## config.mk

```make
export PLATFORM = sky130hd
export DESIGN_NAME = min_cyclic_rotation
export DESIGN_NICKNAME = d
export VERILOG_FILES = /design/src/design/mcr_pkg.sv /design/src/design/mcr_cell.sv /design/src/design/min_cyclic_rotation.sv
export SDC_FILE = /design/constraint.sdc
export NUM_CORES = 1
export LEC_CHECK = 0
export ABC_AREA = 1
export BUFFER_PORTS_ARGS = -buffer_cell sky130_fd_sc_hd__buf_2
export CORE_ASPECT_RATIO = 1.4
export CORE_UTILIZATION = 55
export DETAILED_ROUTE_END_ITERATION = 6
export HOLD_SLACK_MARGIN = 0.12
export PLACE_DENSITY = 0.77
export SYNTH_ARGS = -nofsm -noshare
export SYNTH_HDL_FRONTEND = slang
export SYNTH_HIERARCHICAL = 1
export SYNTH_SLANG_ARGS = --single-unit
```

## constraint.sdc

```tcl
create_clock -name clock -period 17.6 [get_ports clock]
set_input_delay 0.88 -clock clock [delete_from_list [all_inputs] [get_ports clock]]
set_output_delay 0.88 -clock clock [all_outputs]
set_load 0.005 [all_outputs]
```

## src/design/mcr_pkg.sv

```systemverilog
// Package for the minimum cyclic rotation block.
// Holds field widths, request kinds, the default word length and the per-cell control struct.
// No dependencies.
`default_nettype none

package mcr_pkg;

   // Fixed field widths of the request and response channels
   localparam int WORD_W = 32;
   localparam int LEN_W  = 6;

   // Default number of bit cells in the rotation row
   localparam int MAX_BITS_DEF = 32;

   // Request kinds
   localparam logic KIND_PLAIN      = 1'b0;
   localparam logic KIND_COMPLEMENT = 1'b1;

   // Control broadcast to every cell of the row
   typedef struct packed {
      logic load;   // capture a new word
      logic step;   // rotate one place and update the running minimum
      logic take;   // current rotation is below the running minimum
   } mcr_ctl_type;

endpackage : mcr_pkg

`default_nettype wire

```

## src/design/mcr_cell.sv

```systemverilog
// One bit cell of the rotation row: current-rotation bit, minimum bit, active bit.
// Also holds one slice of the rippled magnitude compare. Uses mcr_pkg.
`default_nettype none

module mcr_cell
   import mcr_pkg::*;
(
   input  wire logic        clock,
   input  wire mcr_ctl_type ctl,
   input  wire logic        load_bit,  // word bit, possibly inverted; masked inside the cell
   input  wire logic        load_act,  // bit lies inside the word length
   input  wire logic        nbr_in,    // current bit of the next lower cell
   input  wire logic        eq_in,     // higher bits of cur and best are equal
   input  wire logic        lt_in,     // higher bits already decide cur < best
   output logic             cur_out,
   output logic             best_out,
   output logic             eq_out,
   output logic             lt_out
);

   logic cur_ff,  cur_in;
   logic best_ff, best_in;
   logic act_ff,  act_in;

   // Next values: load a new word, or rotate and keep the smaller value
   always_comb begin
      cur_in  = cur_ff;
      best_in = best_ff;
      act_in  = act_ff;
      if (ctl.load) begin
         cur_in  = load_bit & load_act;
         best_in = load_bit & load_act;
         act_in  = load_act;
      end else if (ctl.step) begin
         cur_in = act_ff & nbr_in;
         if (ctl.take) begin
            best_in = cur_ff;
         end
      end
   end

   // Payload bits, no reset needed
   always_ff @(posedge clock) begin
      cur_ff  <= cur_in;
      best_ff <= best_in;
      act_ff  <= act_in;
   end

   // Compare slice, rippling from the top bit down
   assign eq_out   = eq_in & (cur_ff == best_ff);
   assign lt_out   = lt_in | (eq_in & ~cur_ff & best_ff);
   assign cur_out  = cur_ff;
   assign best_out = best_ff;

endmodule : mcr_cell

`default_nettype wire

```

## src/design/min_cyclic_rotation.sv

```systemverilog
// Top level of the minimum cyclic rotation block: sequencer, row of bit cells,
// response register. Uses mcr_pkg and mcr_cell.
//
//   channel   ports                                        direction
//   req       req_valid req_stall req_kind req_word          in
//             req_length req_flag_in
//   rsp       rsp_valid rsp_stall rsp_canonical              out
//             rsp_length_out rsp_flag_out
//
// An item of effective length n (length saturated to MAX_BITS) steps through n
// rotations after its transfer; the row visits one rotation per cycle.
// The next request is taken in the cycle after the result is written.
// A result waiting on rsp_stall blocks the next request; the row
// holds its finished value until the response register frees.
// Reset is synchronous and clears only control state.
`default_nettype none

module min_cyclic_rotation
   import mcr_pkg::*;
#(
   parameter int MAX_BITS = MAX_BITS_DEF
) (
   input  wire logic                clock,
   input  wire logic                reset,
   input  wire logic                req_valid,
   output logic                     req_stall,
   input  wire logic                req_kind,
   input  wire logic [WORD_W-1:0]   req_word,
   input  wire logic [LEN_W-1:0]    req_length,
   input  wire logic                req_flag_in,
   output logic                     rsp_valid,
   input  wire logic                rsp_stall,
   output logic [WORD_W-1:0]        rsp_canonical,
   output logic [LEN_W-1:0]         rsp_length_out,
   output logic                     rsp_flag_out
);

   localparam int W  = MAX_BITS;
   localparam int LW = $clog2(W + 1);           // holds 0..W
   localparam int IW = $clog2(W);               // indexes a cell
   localparam int CW = (W < WORD_W) ? W : WORD_W;
   localparam logic [LEN_W:0] MAX_LEN = (LEN_W + 1)'(W);

   typedef enum logic {S_IDLE, S_RUN} state_type;

   state_type          state_ff;
   logic [LW-1:0]      cnt_ff;
   logic [IW-1:0]      top_ff;
   logic [LW-1:0]      len_ff;
   logic               flag_ff;
   logic               rsp_valid_ff;
   logic [WORD_W-1:0]  rsp_canonical_ff;
   logic [LEN_W-1:0]   rsp_length_ff;
   logic               rsp_flag_ff;

   logic               req_xfer;
   logic               finish;
   logic [LEN_W:0]     len_sat;
   logic [LW-1:0]      len_req;
   logic [W-1:0]       mask_req;
   logic [W-1:0]       word_ext;
   logic [W-1:0]       load_vec;
   logic [W-1:0]       cur_vec;
   logic [W-1:0]       best_vec;
   logic [W-1:0]       nbr_vec;
   logic [W:0]         eq_chain;
   logic [W:0]         lt_chain;
   mcr_ctl_type        ctl;

   // Request side: length saturation, length mask, optional complement
   always_comb begin
      len_sat = ({1'b0, req_length} > MAX_LEN) ? MAX_LEN : {1'b0, req_length};
      len_req = LW'(len_sat);
      for (int i = 0; i < W; i++) begin
         mask_req[i] = (LW'(i) < len_req);
      end
      word_ext = W'(req_word[CW-1:0]);
      load_vec = (req_kind == KIND_COMPLEMENT) ? ~word_ext : word_ext;
   end

   // Sequencer controls
   assign req_stall = (state_ff != S_IDLE);
   assign req_xfer  = req_valid & ~req_stall;
   assign finish    = (state_ff == S_RUN) && (cnt_ff == '0)
                      && (!rsp_valid_ff || !rsp_stall);

   always_comb begin
      ctl.load = req_xfer;
      ctl.step = (state_ff == S_RUN) && (cnt_ff != '0);
      ctl.take = lt_chain[0];
   end

   // Neighbor wiring: cell 0 wraps around from the top active cell
   always_comb begin
      nbr_vec[0] = cur_vec[top_ff];
      for (int i = 1; i < W; i++) begin
         nbr_vec[i] = cur_vec[i-1];
      end
   end

   assign eq_chain[W] = 1'b1;
   assign lt_chain[W] = 1'b0;

   // Row of bit cells
   for (genvar g = 0; g < W; g++) begin : g_cell
      mcr_cell u_cell (
         .clock    (clock),
         .ctl      (ctl),
         .load_bit (load_vec[g]),
         .load_act (mask_req[g]),
         .nbr_in   (nbr_vec[g]),
         .eq_in    (eq_chain[g+1]),
         .lt_in    (lt_chain[g+1]),
         .cur_out  (cur_vec[g]),
         .best_out (best_vec[g]),
         .eq_out   (eq_chain[g]),
         .lt_out   (lt_chain[g])
      );
   end

   // State and registered outputs
   always_ff @(posedge clock) begin
      if (reset) begin
         state_ff     <= S_IDLE;
         rsp_valid_ff <= 1'b0;
      end else begin
         case (state_ff)
            S_IDLE: begin
               if (req_xfer) begin
                  state_ff <= S_RUN;
               end
            end
            S_RUN: begin
               if (finish) begin
                  state_ff <= S_IDLE;
               end
            end
            default: begin
               state_ff <= S_IDLE;
            end
         endcase
         if (finish) begin
            rsp_valid_ff <= 1'b1;
         end else if (!rsp_stall) begin
            rsp_valid_ff <= 1'b0;
         end
      end
      // Payload registers
      if (req_xfer) begin
         cnt_ff  <= len_req;
         top_ff  <= IW'(len_req - LW'(1));
         len_ff  <= len_req;
         flag_ff <= req_flag_in;
      end else if (ctl.step) begin
         cnt_ff <= cnt_ff - LW'(1);
      end
      if (finish) begin
         rsp_canonical_ff <= WORD_W'(best_vec[CW-1:0]);
         rsp_length_ff    <= LEN_W'(len_ff);
         rsp_flag_ff      <= flag_ff;
      end
   end

   assign rsp_valid      = rsp_valid_ff;
   assign rsp_canonical  = rsp_canonical_ff;
   assign rsp_length_out = rsp_length_ff;
   assign rsp_flag_out   = rsp_flag_ff;

   // Rotation preserves the number of ones, so the minimum keeps it too
   a_popcount: assert property (@(posedge clock) disable iff (reset)
      (state_ff == S_RUN) |-> ($countones(cur_vec) == $countones(best_vec)))
      else $error("minimum and rotation differ in ones count");

   // Step counter counts down by one per rotation
   a_count: assert property (@(posedge clock) disable iff (reset)
      ctl.step |=> (cnt_ff == $past(cnt_ff) - LW'(1)))
      else $error("step counter did not decrement");

   // An equal rotation never replaces the minimum
   a_equal_hold: assert property (@(posedge clock) disable iff (reset)
      (ctl.step && eq_chain[0]) |=> $stable(best_vec))
      else $error("minimum changed on equal compare");

   // A finished item waits while the response register is occupied and stalled
   a_wait: assert property (@(posedge clock) disable iff (reset)
      ((state_ff == S_RUN) && (cnt_ff == '0) && rsp_valid_ff && rsp_stall)
      |=> ((state_ff == S_RUN) && $stable(rsp_canonical_ff)))
      else $error("result overwritten while response stalled");

endmodule : min_cyclic_rotation

`default_nettype wire

```

==> results.json <==
{
  "status": "finished, final reports clean",
  "cp_max_fo": 18,
  "pin_count": 85,
  "crit_type": "flop to flop",
  "cts-root-buf": "clkbuf_16",
  "clk_latency_ps": 430,
  "drive_gt1_frac": 0.163,
  "power_density_nw_per_um2": 107,
  "chipHeight_um": 145,
  "fin_skew_ps": 8.38,
  "dieArea_um2": 15100,
  "rrSetupSlack_ps": 9780,
  "r2r-end": "g_cell[23].u_cell/best_out",
  "antenna_found_initial": 0,
  "dp.final_hpwl_mm": 11.7,
  "drt_iter0_drc": 376,
  "postCtsResizedCells": 0,
  "cts.sinks": 155,
  "wire_per_inst_um": 14.5,
  "start_util": 0.569,
  "whs_endpoint": "rsp_flag_out",
  "period_share": 0.444,
  "yosys_warnings": 6,
  "min_path_cells": 0,
  "viasPerCell": 5.28,
  "setup_tns_ps": 0,
  "arrival_ps": 7960,
  "first_global_vias": 5797,
  "setup.worst_path.start_class": "flop",
  "portBuffers": 84,
  "die_w_um": 104,
  "post-cts-setup-buffers": 0,
  "reg2reg_from": "g_cell[31].u_cell/cur_out",
  "gp_congestion": 0.847,
  "grt-ovfl-total": 0,
  "cts.path.max_buffers": 2,
  "drt_first_pass_iters": 5,
  "ir_drop_uv": 69.6,
  "reg2reg_depth": 68,
  "routed_wl_mm": 17.4,
  "period_minus_slack_ps": 7820,
  "crit_top_cell": "nand2_1",
  "grt_use_total": 0.241,
  "final-setup-viol-count": 0,
  "syn-instance-count": 899,
  "drc_errors": 0,
  "maxSlewViolCount": 0,
  "coreArea_um2": 14100,
  "holdBufCountCts": 0,
  "clk_pin_slew_ps": 60,
  "h-tree-depth": 4,
  "rsz0062_at_grt": "false",
  "hold_class": "flop to flop",
  "p_total_mw": 0.995,
  "hold_viol_final": 0,
  "drv_cap": 0,
  "maxSlewHeadroom": 0.322,
  "num_rows": 51,
  "slowest_delay_ps": 450,
  "syn_to_final_growth_pct": 15.7,
  "clock.fmax_mhz": 128,
  "synth_area_per_cell_um2": 8.92,
  "via_count": 6310,
  "grt_pass1_wl_mm": 28.0,
  "grt_max_degree": 100,
  "syn_area_um2": 8020,
  "tightest_slew_ps": 1020,
  "power_leakage_nw": 4.12,
  "cp-end-kind": "flop",
  "diodes": 0,
  "cp_slowest_cell": "nand2_1",
  "layout.nets": 1044,
  "antenna_left": 0,
  "crit_required_ps": 17740,
  "cts_buffers": 17,
  "min_from": "flag_ff",
  "cts_tree": "built"
}
-- flip-flops by register name, summed over array words and instances, names as in the netlist --
register / count
g_cell.u_cell/cur_out: 32
g_cell.u_cell/act_ff: 32
g_cell.u_cell/best_out: 32
req_stall: 1
cnt_ff: 6
top_ff: 5
rsp_flag_out: 1
len_ff: 6
rsp_length_out: 6
rsp_valid: 1
flag_ff: 1
rsp_canonical: 32
-- stage by stage --
step                      setup slack, ps  hold slack (ps)  utilization  area [µm²]  std cells
after floorplan                     10980              400            -        8020        900
after global placement              10110              403        0.615        8670       1163
after detailed placement             9980              406        0.615        8670       1163
after CTS                            9860              421        0.658        9280       1195
after global routing                 8780              437        0.658        9280       1195
final                                9780              421        0.658        9280       1195
-- power by group --
part           leakage, nW  internal [mW]  switching [mW]
clock network        0.281          0.238           0.145
logic                 2.36         0.0446          0.0874
registers             1.48          0.452          0.0278
total                 4.12          0.734           0.260
-- worst max path at each step --
stage | start | endpoint | cells after the start | slack [ps]
after global routing | g_cell[31].u_cell/best_out | g_cell[23].u_cell/best_out | 68 | 8780
final | g_cell[31].u_cell/cur_out | g_cell[23].u_cell/best_out | 68 | 9780
after CTS | g_cell[31].u_cell/cur_out | g_cell[23].u_cell/best_out | 68 | 9860
after global placement | g_cell[31].u_cell/best_out | g_cell[4].u_cell/best_out | 68 | 10110
after floorplan | g_cell[31].u_cell/best_out | g_cell[0].u_cell/best_out | 67 | 10980
after detailed placement | g_cell[31].u_cell/cur_out | g_cell[29].u_cell/best_out | 68 | 9980
-- metal layers --
| metal | global-route usage | share of wire | vias up |
|---|---|---|---|
| met4 | 0.111 | 0.023 | 0 |
| met5 | 0 | 0 | - |
| met3 | 0.0430 | 0.064 | 39 |
| met1 | 0.287 | 0.40 | 2888 |
| li1 | - | - | 3132 |
| met2 | 0.427 | 0.52 | 251 |
-- cell type report --
class                      instances  area, µm²
fill                            1153       4820
sequential                       155       4630
multi-input combinational        602       2850
inverter                         133        502
timing repair buffer              88        450
clock buffer                      22        444
tap                              185        231
clock inverter                    10        168
-- critical path: cells and delay by family (launching register included) --
| family | cells | cell delay (ps) |
|---|---|---|
| DFF | 1 | 410 |
| and+or+nand+nor | 66 | 6710 |
| buffers and inverters | 2 | 460 |
-- placed cells by master (no fill, tap or decap), drive strengths merged, types with 2 or more instances in the layout --
cell	instances
inv	133
a31oi	4
ha	3
or2	32
nand3	121
a21oi	11
clkbuf	22
buf	88
o21ai	49
clkinv	2
nor3	4
clkinvlp	4
xor2	33
nor2	81
dfxtp	2
conb	3
edfxtp	153
xnor2	3
nand2	257
bufinv	4
Note: power is estimated with default switching activity, not from simulation.
